**config.mk**
```make
export PLATFORM = sky130hd
export DESIGN_NAME = sm3_hash_engine
export DESIGN_NICKNAME = d
export VERILOG_FILES = /design/src/sv/sm3_pkg.sv /design/src/sv/sm3_core.sv /design/src/sv/sm3_hash_engine.sv
export VERILOG_INCLUDE_DIRS = /design/src /design/src/sv
export SDC_FILE = /design/constraint.sdc
export NUM_CORES = 2
export LEC_CHECK = 0
export BUFFER_PORTS_ARGS = -buffer_cell sky130_fd_sc_hd__buf_2
export CAP_MARGIN = 20
export CORE_ASPECT_RATIO = 1.4
export CORE_MARGIN = 3
export CORE_UTILIZATION = 40
export CTS_CLUSTER_DIAMETER = 100
export DETAILED_ROUTE_END_ITERATION = 7
export SLEW_MARGIN = 25
export SYNTH_ARGS = -nofsm -noshare
export SYNTH_HDL_FRONTEND = slang
export SYNTH_HIERARCHICAL = 1
export SYNTH_SLANG_ARGS = --single-unit
```
**constraint.sdc**
```tcl
create_clock -name clk -period 113.1 [get_ports clk]
set_input_delay 5.655 -clock clk [delete_from_list [all_inputs] [get_ports clk]]
set_output_delay 5.655 -clock clk [all_outputs]
set_load 0.1 [all_outputs]
```
**src/sv/sm3_hash_engine_defines.svh**
```systemverilog
// assertion helpers for the sm3 hash engine
`ifndef SM3_HASH_ENGINE_DEFINES_SVH
`define SM3_HASH_ENGINE_DEFINES_SVH

// same-cycle implication
`define SM3_ASSERT_NOW(label, pre, post) \
    label: assert property (@(posedge clk) disable iff (!rst_n) (pre) |-> (post)) \
        else $error("sm3 check failed");

// next-cycle implication
`define SM3_ASSERT_NEXT(label, pre, post) \
    label: assert property (@(posedge clk) disable iff (!rst_n) (pre) |=> (post)) \
        else $error("sm3 check failed");

`endif

```
**src/sv/sm3_pkg.sv**
```systemverilog
`default_nettype none
package sm3_pkg;

    localparam logic [255:0] SM3_IV = {
        32'h7380166f, 32'h4914b2b9, 32'h172442d7, 32'hda8a0600,
        32'ha96f30bc, 32'h163138aa, 32'he38dee4d, 32'hb0fb0e4e
    };
    localparam logic [31:0] SM3_T0 = 32'h79cc4519;
    // second round constant already rotated left by 16 (its first use is round 16)
    localparam logic [31:0] SM3_T1_R16 = 32'h9d8a7a87;
    localparam logic [7:0] SM3_PAD_BYTE = 8'h80;
    localparam logic [5:0] SM3_LEN_POS = 6'd56;

    typedef enum logic [5:0] {
        ST_IDLE = 6'b000001,
        ST_FEED = 6'b000010,
        ST_PAD  = 6'b000100,
        ST_LOAD = 6'b001000,
        ST_COMP = 6'b010000,
        ST_OUT  = 6'b100000
    } sm3_state_t;

    typedef struct packed {
        logic start;
        logic init;
    } sm3_ctl_t;

    function automatic logic [31:0] rotl(input logic [31:0] x, input int n);
        rotl = (x << n) | (x >> (32 - n));
    endfunction

    function automatic logic [31:0] perm0(input logic [31:0] x);
        perm0 = x ^ rotl(x, 9) ^ rotl(x, 17);
    endfunction

    function automatic logic [31:0] perm1(input logic [31:0] x);
        perm1 = x ^ rotl(x, 15) ^ rotl(x, 23);
    endfunction

endpackage
`default_nettype wire

```
**src/sv/sm3_core.sv**
```systemverilog
`default_nettype none
module sm3_core (
    input  wire logic             clk,
    input  wire logic             rst_n,
    input  wire sm3_pkg::sm3_ctl_t ctl,
    input  wire logic [511:0]     blk,
    output logic      [255:0]     cv,
    output logic                  done
);
    import sm3_pkg::*;

    logic [255:0] cv_reg, cv_next;
    logic [31:0]  w_reg [16];
    logic [31:0]  w_next [16];
    logic [31:0]  a_reg, b_reg, c_reg, d_reg, e_reg, f_reg, g_reg, h_reg;
    logic [31:0]  a_next, b_next, c_next, d_next, e_next, f_next, g_next, h_next;
    logic [31:0]  t_reg, t_next;
    logic [5:0]   rnd_reg, rnd_next;
    logic         busy_reg, busy_next;
    logic         done_reg, done_next;
    logic [31:0]  a12, ss1, ss2, ff, gg, tt1, tt2, w_new;
    logic         early;

    // one round of compression and message expansion
    always_comb
    begin
        early = (rnd_reg[5:4] == 2'b00);
        a12 = rotl(a_reg, 12);
        ss1 = rotl(a12 + e_reg + t_reg, 7);
        ss2 = ss1 ^ a12;
        ff  = early ? (a_reg ^ b_reg ^ c_reg)
                    : ((a_reg & b_reg) | (a_reg & c_reg) | (b_reg & c_reg));
        gg  = early ? (e_reg ^ f_reg ^ g_reg) : ((e_reg & f_reg) | (~e_reg & g_reg));
        tt1 = ff + d_reg + ss2 + (w_reg[0] ^ w_reg[4]);
        tt2 = gg + h_reg + ss1 + w_reg[0];
        w_new = perm1(w_reg[0] ^ w_reg[7] ^ rotl(w_reg[13], 15))
                ^ rotl(w_reg[3], 7) ^ w_reg[10];
    end

    // sequencer
    always_comb
    begin
        cv_next = cv_reg;
        w_next = w_reg;
        a_next = a_reg; b_next = b_reg; c_next = c_reg; d_next = d_reg;
        e_next = e_reg; f_next = f_reg; g_next = g_reg; h_next = h_reg;
        t_next = t_reg;
        rnd_next = rnd_reg;
        busy_next = busy_reg;
        done_next = 1'b0;
        if (ctl.init)
        begin
            cv_next = SM3_IV;
        end
        else if (ctl.start)
        begin
            for (int i = 0; i < 16; i++)
            begin
                w_next[i] = blk[511 - 32 * i -: 32];
            end
            {a_next, b_next, c_next, d_next, e_next, f_next, g_next, h_next} = cv_reg;
            t_next = SM3_T0;
            rnd_next = '0;
            busy_next = 1'b1;
        end
        else if (busy_reg)
        begin
            for (int i = 0; i < 15; i++)
            begin
                w_next[i] = w_reg[i + 1];
            end
            w_next[15] = w_new;
            d_next = c_reg; c_next = rotl(b_reg, 9); b_next = a_reg; a_next = tt1;
            h_next = g_reg; g_next = rotl(f_reg, 19); f_next = e_reg; e_next = perm0(tt2);
            t_next = (rnd_reg == 6'd15) ? SM3_T1_R16 : rotl(t_reg, 1);
            rnd_next = rnd_reg + 6'd1;
            if (&rnd_reg)
            begin
                cv_next = cv_reg ^ {tt1, a_reg, rotl(b_reg, 9), c_reg,
                                    perm0(tt2), e_reg, rotl(f_reg, 19), g_reg};
                busy_next = 1'b0;
                done_next = 1'b1;
            end
        end
    end

    // control state
    always_ff @(posedge clk or negedge rst_n)
    begin
        if (!rst_n)
        begin
            cv_reg <= SM3_IV;
            rnd_reg <= '0;
            busy_reg <= 1'b0;
            done_reg <= 1'b0;
        end
        else
        begin
            cv_reg <= cv_next;
            rnd_reg <= rnd_next;
            busy_reg <= busy_next;
            done_reg <= done_next;
        end
    end

    // working registers
    always_ff @(posedge clk)
    begin
        w_reg <= w_next;
        a_reg <= a_next; b_reg <= b_next; c_reg <= c_next; d_reg <= d_next;
        e_reg <= e_next; f_reg <= f_next; g_reg <= g_next; h_reg <= h_next;
        t_reg <= t_next;
    end

    assign cv = cv_reg;
    assign done = done_reg;

endmodule
`default_nettype wire

```
**src/sv/sm3_hash_engine.sv**
```systemverilog
// SM3 hash engine: message words of up to 8 bytes go in on the input channel, and after the word
// flagged final the 256-bit digest comes out as four 64-bit parts, the last one marked. An
// accepted word's valid bytes shift into the block register one at a time, and each full 64-byte
// block then goes through a load step, the rounds of the single round unit and the hand-back of
// the chaining value. Padding after the final word shifts in one byte a cycle, except while a
// full block is compressed (up to 72 bytes, with one or two compressions), and each digest part
// waits for the output handshake.
// The input is not ready from acceptance until the item's work, and any digest, is done.
`default_nettype none
`include "sm3_hash_engine_defines.svh"
module sm3_hash_engine (
    input  wire logic        clk,
    input  wire logic        rst_n,
    input  wire logic        in_valid,
    output logic             in_ready,
    input  wire logic [63:0] data_word,
    input  wire logic [3:0]  byte_count,
    input  wire logic        final_req,
    output logic             out_valid,
    input  wire logic        out_ready,
    output logic      [63:0] digest_part,
    output logic             digest_last
);
    import sm3_pkg::*;

    sm3_state_t   state_reg, state_next, after_reg, after_next, target;
    logic [511:0] blk_reg, blk_next;
    logic [63:0]  data_reg, data_next;
    logic [63:0]  len_reg, len_next;
    logic [60:0]  total_reg, total_next;
    logic [5:0]   fill_reg, fill_next;
    logic [3:0]   cnt_reg, cnt_next;
    logic [3:0]   n_clamp;
    logic [1:0]   part_reg, part_next;
    logic         fin_reg, fin_next;
    logic         first_reg, first_next;
    logic         lmode_reg, lmode_next;
    logic         len_now;
    logic [7:0]   push_byte;
    sm3_ctl_t     ctl;
    logic [255:0] cv;
    logic         core_done;

    sm3_core u_core (
        .clk   (clk),
        .rst_n (rst_n),
        .ctl   (ctl),
        .blk   (blk_reg),
        .cv    (cv),
        .done  (core_done)
    );

    assign in_ready = (state_reg == ST_IDLE);
    assign out_valid = (state_reg == ST_OUT);
    assign digest_last = (part_reg == 2'd3);

    // digest part select
    always_comb
    begin
        case (part_reg)
            2'd0: digest_part = cv[255:192];
            2'd1: digest_part = cv[191:128];
            2'd2: digest_part = cv[127:64];
            default: digest_part = cv[63:0];
        endcase
    end

    // byte source for data and padding
    always_comb
    begin
        n_clamp = (byte_count > 4'd8) ? 4'd8 : byte_count;
        len_now = !first_reg && (lmode_reg || (fill_reg == SM3_LEN_POS));
        if (state_reg == ST_FEED)
        begin
            push_byte = data_reg[63:56];
            target = (cnt_reg == 4'd1) ? (fin_reg ? ST_PAD : ST_IDLE) : ST_FEED;
        end
        else
        begin
            push_byte = first_reg ? SM3_PAD_BYTE : (len_now ? len_reg[63:56] : 8'h00);
            target = (len_now && (&fill_reg)) ? ST_OUT : ST_PAD;
        end
    end

    // sequencer
    always_comb
    begin
        state_next = state_reg;
        after_next = after_reg;
        blk_next = blk_reg;
        data_next = data_reg;
        len_next = len_reg;
        total_next = total_reg;
        fill_next = fill_reg;
        cnt_next = cnt_reg;
        part_next = part_reg;
        fin_next = fin_reg;
        first_next = first_reg;
        lmode_next = lmode_reg;
        ctl = '0;
        unique case (state_reg)
            ST_IDLE:
            begin
                if (in_valid)
                begin
                    data_next = data_word;
                    cnt_next = n_clamp;
                    fin_next = final_req;
                    total_next = total_reg + 61'(n_clamp);
                    len_next = {total_next, 3'b000};
                    first_next = 1'b1;
                    lmode_next = 1'b0;
                    state_next = (n_clamp != 4'd0) ? ST_FEED
                               : (final_req ? ST_PAD : ST_IDLE);
                end
            end
            ST_FEED, ST_PAD:
            begin
                blk_next = {blk_reg[503:0], push_byte};
                fill_next = fill_reg + 6'd1;
                if (state_reg == ST_FEED)
                begin
                    data_next = {data_reg[55:0], 8'h00};
                    cnt_next = cnt_reg - 4'd1;
                end
                else
                begin
                    first_next = 1'b0;
                    lmode_next = len_now;
                    if (len_now)
                    begin
                        len_next = {len_reg[55:0], 8'h00};
                    end
                end
                if (&fill_reg)
                begin
                    state_next = ST_LOAD;
                    after_next = target;
                end
                else
                begin
                    state_next = target;
                end
            end
            ST_LOAD:
            begin
                ctl.start = 1'b1;
                state_next = ST_COMP;
            end
            ST_COMP:
            begin
                if (core_done)
                begin
                    state_next = after_reg;
                end
            end
            ST_OUT:
            begin
                if (out_ready)
                begin
                    part_next = part_reg + 2'd1;
                    if (part_reg == 2'd3)
                    begin
                        ctl.init = 1'b1;
                        total_next = '0;
                        fill_next = '0;
                        state_next = ST_IDLE;
                    end
                end
            end
            default:
            begin
                state_next = ST_IDLE;
            end
        endcase
    end

    // control state
    always_ff @(posedge clk or negedge rst_n)
    begin
        if (!rst_n)
        begin
            state_reg <= ST_IDLE;
            after_reg <= ST_IDLE;
            total_reg <= '0;
            fill_reg <= '0;
            cnt_reg <= '0;
            part_reg <= '0;
            fin_reg <= 1'b0;
            first_reg <= 1'b0;
            lmode_reg <= 1'b0;
        end
        else
        begin
            state_reg <= state_next;
            after_reg <= after_next;
            total_reg <= total_next;
            fill_reg <= fill_next;
            cnt_reg <= cnt_next;
            part_reg <= part_next;
            fin_reg <= fin_next;
            first_reg <= first_next;
            lmode_reg <= lmode_next;
        end
    end

    // payload registers
    always_ff @(posedge clk)
    begin
        blk_reg <= blk_next;
        data_reg <= data_next;
        len_reg <= len_next;
    end

    // checks
    `SM3_ASSERT_NOW(a_ready_excl, in_ready, !out_valid)
    `SM3_ASSERT_NOW(a_start_aligned, ctl.start, fill_reg == 6'd0)
    `SM3_ASSERT_NEXT(a_last_to_idle, out_valid && out_ready && digest_last, in_ready)
    `SM3_ASSERT_NOW(a_len_pos, lmode_reg && (state_reg == ST_PAD), fill_reg >= SM3_LEN_POS)

endmodule
`default_nettype wire

```
======== After elaboration in Yosys (flattened, before gate mapping) ========
Index checks and enable logic that the tools add are counted.
Widths: inputs -> output; s select.
storage, ports and cells
  word-level logic and storage cells ...... 217
  register bits ........................... 1792
  input bits .............................. 73
  output and inout bits ................... 67
cells by class
  $add $sub $neg .......................... 13
  bitwise gates (word level) .............. 36
  multiplexer cells ....................... 79
  equality and inequality tests ........... 20
  reduce and logical (&&, ||, !) cells .... 27
  order comparisons ....................... 1
operator list
  kind               number
  $mux 256           4
  $mux 512           2
  $mux 32            20
  $xor 32x32->32     14
  $mux 64            5
  $add 32x32->32     8
  $pmux 64 s2        2
  $xor 256x256->256  1
  $pmux 64 s3        1
  $mux 61            3
  $and 32x32->32     5
  $pmux 61 s2        1
  $or 32x32->32      3
  $mux 6             11
  $or 32x15->32      2
  $or 32x7->32       2
  $or 32x9->32       2
  $add 61x4->61      1
  $not 32->32        1
  $or 32x1->32       1
  $or 32x12->32      1
  $or 32x17->32      1
  $or 32x19->32      1
  $or 32x23->32      1
  36 further kinds   83

======== Longest topological paths before layout ========
  depth in word-level cells ............... 15
  mapped depth ............................ 30
  gate-level depth less buffers ........... 30

======== Cells and area by module ========
The synthesis kept the hierarchy.
modules (own cells, without submodules)
  module           seq. area each (µm²)  area each (µm²)  times used  cells an instance
  sm3_core         30778.3               58374.7          1           4538
  sm3_hash_engine  21282.9               27835.4          1           1837

======== Worst setup path before layout ========
No wires, ideal clock.
  path type ............................... input-to-reg
  from .................................... input port out_ready
  to ...................................... register u_core.rnd_reg[5]
  setup time .............................. 0.123 ns
  path buffers ............................ 2
  cell stages on the path ................. 8
  required time ........................... 112.977 ns
  slack ................................... 70.382 ns
  data arrival time ....................... 42.596 ns
  cell sequence ........................... and3_1 > clkbuf_2 > clkbuf_1 > nor2_1 > and4_1 > nand3_1 > xor2_1 > nor2_1
RTL lines
  what                  RTL line               text
  from (decl)           sm3_hash_engine.sv:20  input wire logic out_ready,
  to (signal assigned)  sm3_core.sv:100        rnd_reg <= rnd_next;
  to (decl)             sm3_core.sv:18         logic [5:0] rnd_reg, rnd_next;

======== Worst setup path in the final report ========
  from .................................... register part_reg[1]
  to ...................................... output port digest_part[52]
between the ends
  longest elaborated chain between the ends .. 2
  elaborated cells on any way between the ends .. 4
  classes of those cells .................. eq/ne: 2; mux: 1; reduce/logical: 1
RTL lines
  what                                      RTL line                text
  from (decl)                               sm3_hash_engine.sv:34   logic [1:0] part_reg, part_next;
  from (signal assigned)                    sm3_hash_engine.sv:200  part_reg <= part_next;
  $eq 2x2->1, or another cell as far along  sm3_hash_engine.sv:60   case (part_reg)
  $pmux 64 s3 *                             sm3_hash_engine.sv:60
  to (decl)                                 sm3_hash_engine.sv:21   output logic [63:0] digest_part,
Mark *: on every way between the ends. The rest lies on a longest branch, timed or not.

==> flow_summary_export.csv <==
group,metric,value,unit
critical_path,critical_path.max_fanout,44,
floorplan,num_rows,201,
clock_tree,numCtsBuffers,185,
global_routing,grt_start_max_net_pins,158,
critical_path,arrival_time_at_the_worst_endpoint,4.07,ns
synthesis,synth_edf_count,1437,
finish,syn_to_final_growth,11.23,%
detailed_routing,drcViolationCount,20,
synthesis,mappedNetlistArea,86210,sq um
floorplan,io_pins,140,
detailed_routing,routed_wire_length_per_instance,27.21,microns
placed_design,dp_cells,9126,
detailed_routing,drt_first_pass_iters,8,
finish,layout.cells.most_common,"sky130_fd_sc_hd__edfxtp_1",
timing,slew_violations,0,
timing,post-route-period-util,8.597,%
hold_path,timing.hold.worst.start,"blk_reg[475]",
floorplan,start_util,40.23,%
placed_design,place.gp.congestion,0.9978,
clock_tree,clock_tree_from_tritoncts,"done",
status,status,"complete, but fails checks",
clock_tree,postCtsResizedCells,0,
global_routing,busiest_layer,"met2",
clock_tree,clock-sinks,1787,
timing,rsz0062_at_grt,"no",
detailed_routing,vias_per_cell,5.548,
critical_path,crit_path_end_kind,"primary output",
floorplan,die_w,398.4,microns
timing,worstMarginPinSlew,1.178,ns
status,violations,"DRC",
floorplan,die_h,555.3,microns
detailed_routing,route.vias.total,52490,
critical_path,ff2ff_path_depth,27,
clock_tree,cts_root_buf,"sky130_fd_sc_hd__clkbuf_16",
finish,nFillCells,19260,
global_routing,global_route.usage.total,22.86,%
synthesis,synthesis.instances,6375,
synthesis,yosys_register_bits,1787,
global_routing,grtUsageMet3,3.760,%
global_routing,global_route.usage.met1,27.32,%
global_routing,global_route_wire_length_before_repair,369200,microns
clock_tree,clk_pin_slew_worst_paths,0.06,ns
global_routing,first_global_vias,51920,
synthesis,most_used_flip_flop_cell_after_synthesis,"sky130_fd_sc_hd__edfxtp_1",
detailed_routing,drt.antenna.violating_nets,0,
synthesis,postSynthNetCount,6742,
clock_tree,cts_setup_buffers,0,
synthesis,synth.avg_cell_area,13.52,sq um
finish,drive_above_1_share,20.71,%
global_routing,antenna_found_initial,5,
hold_path,number_of_stages_on_the_worst_hold_path,0,
critical_path,critPathLaunchType,"flip-flop",
finish,final_core_util,44.75,%
clock_tree,clock_tree.htree_level_count,4,
timing,max-slew-margin-rel,20.88,%
timing,setup_total_negative_slack,0,ns
hold_path,hold_path_end,"blk_reg[483]",
floorplan,design.die.area,221200,sq um
critical_path,r2r_slack,104.11,ns
finish,final_net_count,6841,
critical_path,worst-setup-path-type,"flip-flop to primary output",
hold_path,min_path_type,"flip-flop to flip-flop",
clock_tree,worstSkewPairLatency,0.84,ns
timing,final.min_clock_period,9.723,ns
finish,most-common-layout-cells,"sky130_fd_sc_hd__edfxtp_1, sky130_fd_sc_hd__mux2_2, sky130_fd_sc_hd__nand2_1, sky130_fd_sc_hd__o21ai_0, sky130_fd_sc_hd__xnor2_1",
critical_path,worstReg2RegStart,"u_core/a_reg[21]",
critical_path,reg_to_reg_endpoint,"u_core/e_reg[16]",
detailed_routing,first_iter_violations,5327,
placed_design,dp.final_hpwl,183000,microns
detailed_routing,wl,257400,microns
critical_path,startpoint,"part_reg[1]",
timing,hold_viol,0,
timing,fin_skew,0.09023,ns
synthesis,ys_warn_count,6,
clock_tree,cts.path.max_buffers,4,
synthesis,unique_masters_post_synth,113,
timing,worst_hold_slack,0.3917,ns
placed_design,io_buffer_count,139,
global_routing,global_route.overflow_total,0,
timing,upper_clock_frequency_limit,102.9,MHz
synthesis,postSynth.asyncResetShare,19.59,%
run,max_capacitance_violation_total,0,
floorplan,core_area,214300,sq um
finish,instances_no_fill,9460,
critical_path,cp_data_required_time,107.44,ns
timing,finalSetupViolCount,0,
synthesis,synth-seq-area-share,60.39,%
global_routing,global_route.usage.met2,37.26,%
clock_tree,cts.hold.buffers_added,0,
-- cells by family (layout without fill, tap and decap cells) --
family                   after synthesis  count (layout)  share of synthesized area (%)
flip-flops                          1787            1787                          60.39
AND/OR/NAND/NOR                     1337            1337                          7.294
AO/OA/AOI/OAI                       1004            1004                          7.319
multiplexers                         810             810                          10.42
XOR/XNOR                             583             583                          6.116
buffers and inverters                560             800                          2.549
adder cells (fa/ha/maj)              294             294                          5.913
other                                  0               3                              0
-- layout make-up --
class	instances	area, sq um	area share [%]
diodes	3	7.507	0.007829
clock buffers	248	5059	5.275
well taps	2842	3556	3.708
multi-input cells	4028	32070	33.44
flip-flops and latches	1787	52060	54.29
inverters	265	1005	1.048
clock inverters	80	779.5	0.8129
repair buffers	207	1355	1.413
-- critical path, cell delays in order, from the launching register on --
cell                       delay [ns]
sky130_fd_sc_hd__dfrtp_1         0.43
sky130_fd_sc_hd__inv_1           0.11
sky130_fd_sc_hd__ha_2            0.51
sky130_fd_sc_hd__buf_4           0.60
sky130_fd_sc_hd__a222oi_1        0.30
sky130_fd_sc_hd__mux2i_1         0.64
sky130_fd_sc_hd__buf_2           0.55
-- through the flow --
step | setup slack, ns | instance area [sq um]
3_3_place_gp | 103.60 | 89890
2_1_floorplan | 70.38 | 86210
4_1_cts | 103.23 | 95790
6_report | 103.38 | 95890
5_1_grt | 103.34 | 95890
3_5_place_dp | 103.54 | 89950
-- worst max path at each step --
stage / endpoint / depth (start not counted)
2_1_floorplan: u_core/rnd_reg[5] / 8
3_3_place_gp: u_core/e_reg[1] / 6
3_5_place_dp: u_core/e_reg[1] / 6
4_1_cts: digest_part[52] / 4
5_1_grt: digest_part[52] / 4
6_report: digest_part[52] / 6
-- synth_stat cells, types with 13 or more instances --
library cell | n | area, sq um
sky130_fd_sc_hd__nand3_1 | 71 | 355.3
sky130_fd_sc_hd__dfrtp_1 | 229 | 5731
sky130_fd_sc_hd__clkbuf_1 | 235 | 882.1
sky130_fd_sc_hd__o21a_1 | 19 | 142.6
sky130_fd_sc_hd__nor2_1 | 262 | 983.4
sky130_fd_sc_hd__buf_1 | 19 | 71.32
sky130_fd_sc_hd__xnor2_1 | 342 | 2995
sky130_fd_sc_hd__xor2_1 | 229 | 2006
sky130_fd_sc_hd__nand2b_1 | 16 | 100.1
sky130_fd_sc_hd__and3_1 | 126 | 788.3
sky130_fd_sc_hd__a211oi_1 | 22 | 165.2
sky130_fd_sc_hd__o211ai_1 | 21 | 157.7
sky130_fd_sc_hd__edfxtp_1 | 1437 | 43150
sky130_fd_sc_hd__a31oi_1 | 40 | 250.2
sky130_fd_sc_hd__o31ai_1 | 37 | 277.8
sky130_fd_sc_hd__o21bai_1 | 13 | 97.59
sky130_fd_sc_hd__mux2i_1 | 110 | 1101
sky130_fd_sc_hd__fa_1 | 189 | 3784
sky130_fd_sc_hd__a21oi_1 | 235 | 1176
sky130_fd_sc_hd__nor2b_1 | 28 | 175.2
sky130_fd_sc_hd__or3_1 | 58 | 362.9
sky130_fd_sc_hd__buf_2 | 28 | 140.1
sky130_fd_sc_hd__nor4_1 | 23 | 143.9
sky130_fd_sc_hd__and2_1 | 26 | 162.7
sky130_fd_sc_hd__nand4_1 | 23 | 143.9
sky130_fd_sc_hd__a22o_1 | 16 | 140.1
sky130_fd_sc_hd__mux2_2 | 698 | 7860
sky130_fd_sc_hd__dfstp_2 | 121 | 3179
sky130_fd_sc_hd__a222oi_1 | 64 | 640.6
sky130_fd_sc_hd__ha_1 | 105 | 1314
sky130_fd_sc_hd__nand2_1 | 577 | 2166
sky130_fd_sc_hd__o21ai_1 | 26 | 130.1
sky130_fd_sc_hd__o21ai_0 | 376 | 1882
sky130_fd_sc_hd__a21o_1 | 57 | 427.9
sky130_fd_sc_hd__inv_1 | 263 | 987.2
sky130_fd_sc_hd__nor3_1 | 61 | 305.3
-- metal layers --
metal  vias to the layer above  wire (microns)
met2                      1791          123200
met5                         -              13
li1                      23370               -
met1                     26750           96310
met4                         2           22700
met3                       572           15220
Power is not shown: default switching activity piles up to over one toggle a cycle in this logic, so the estimate is an artifact.
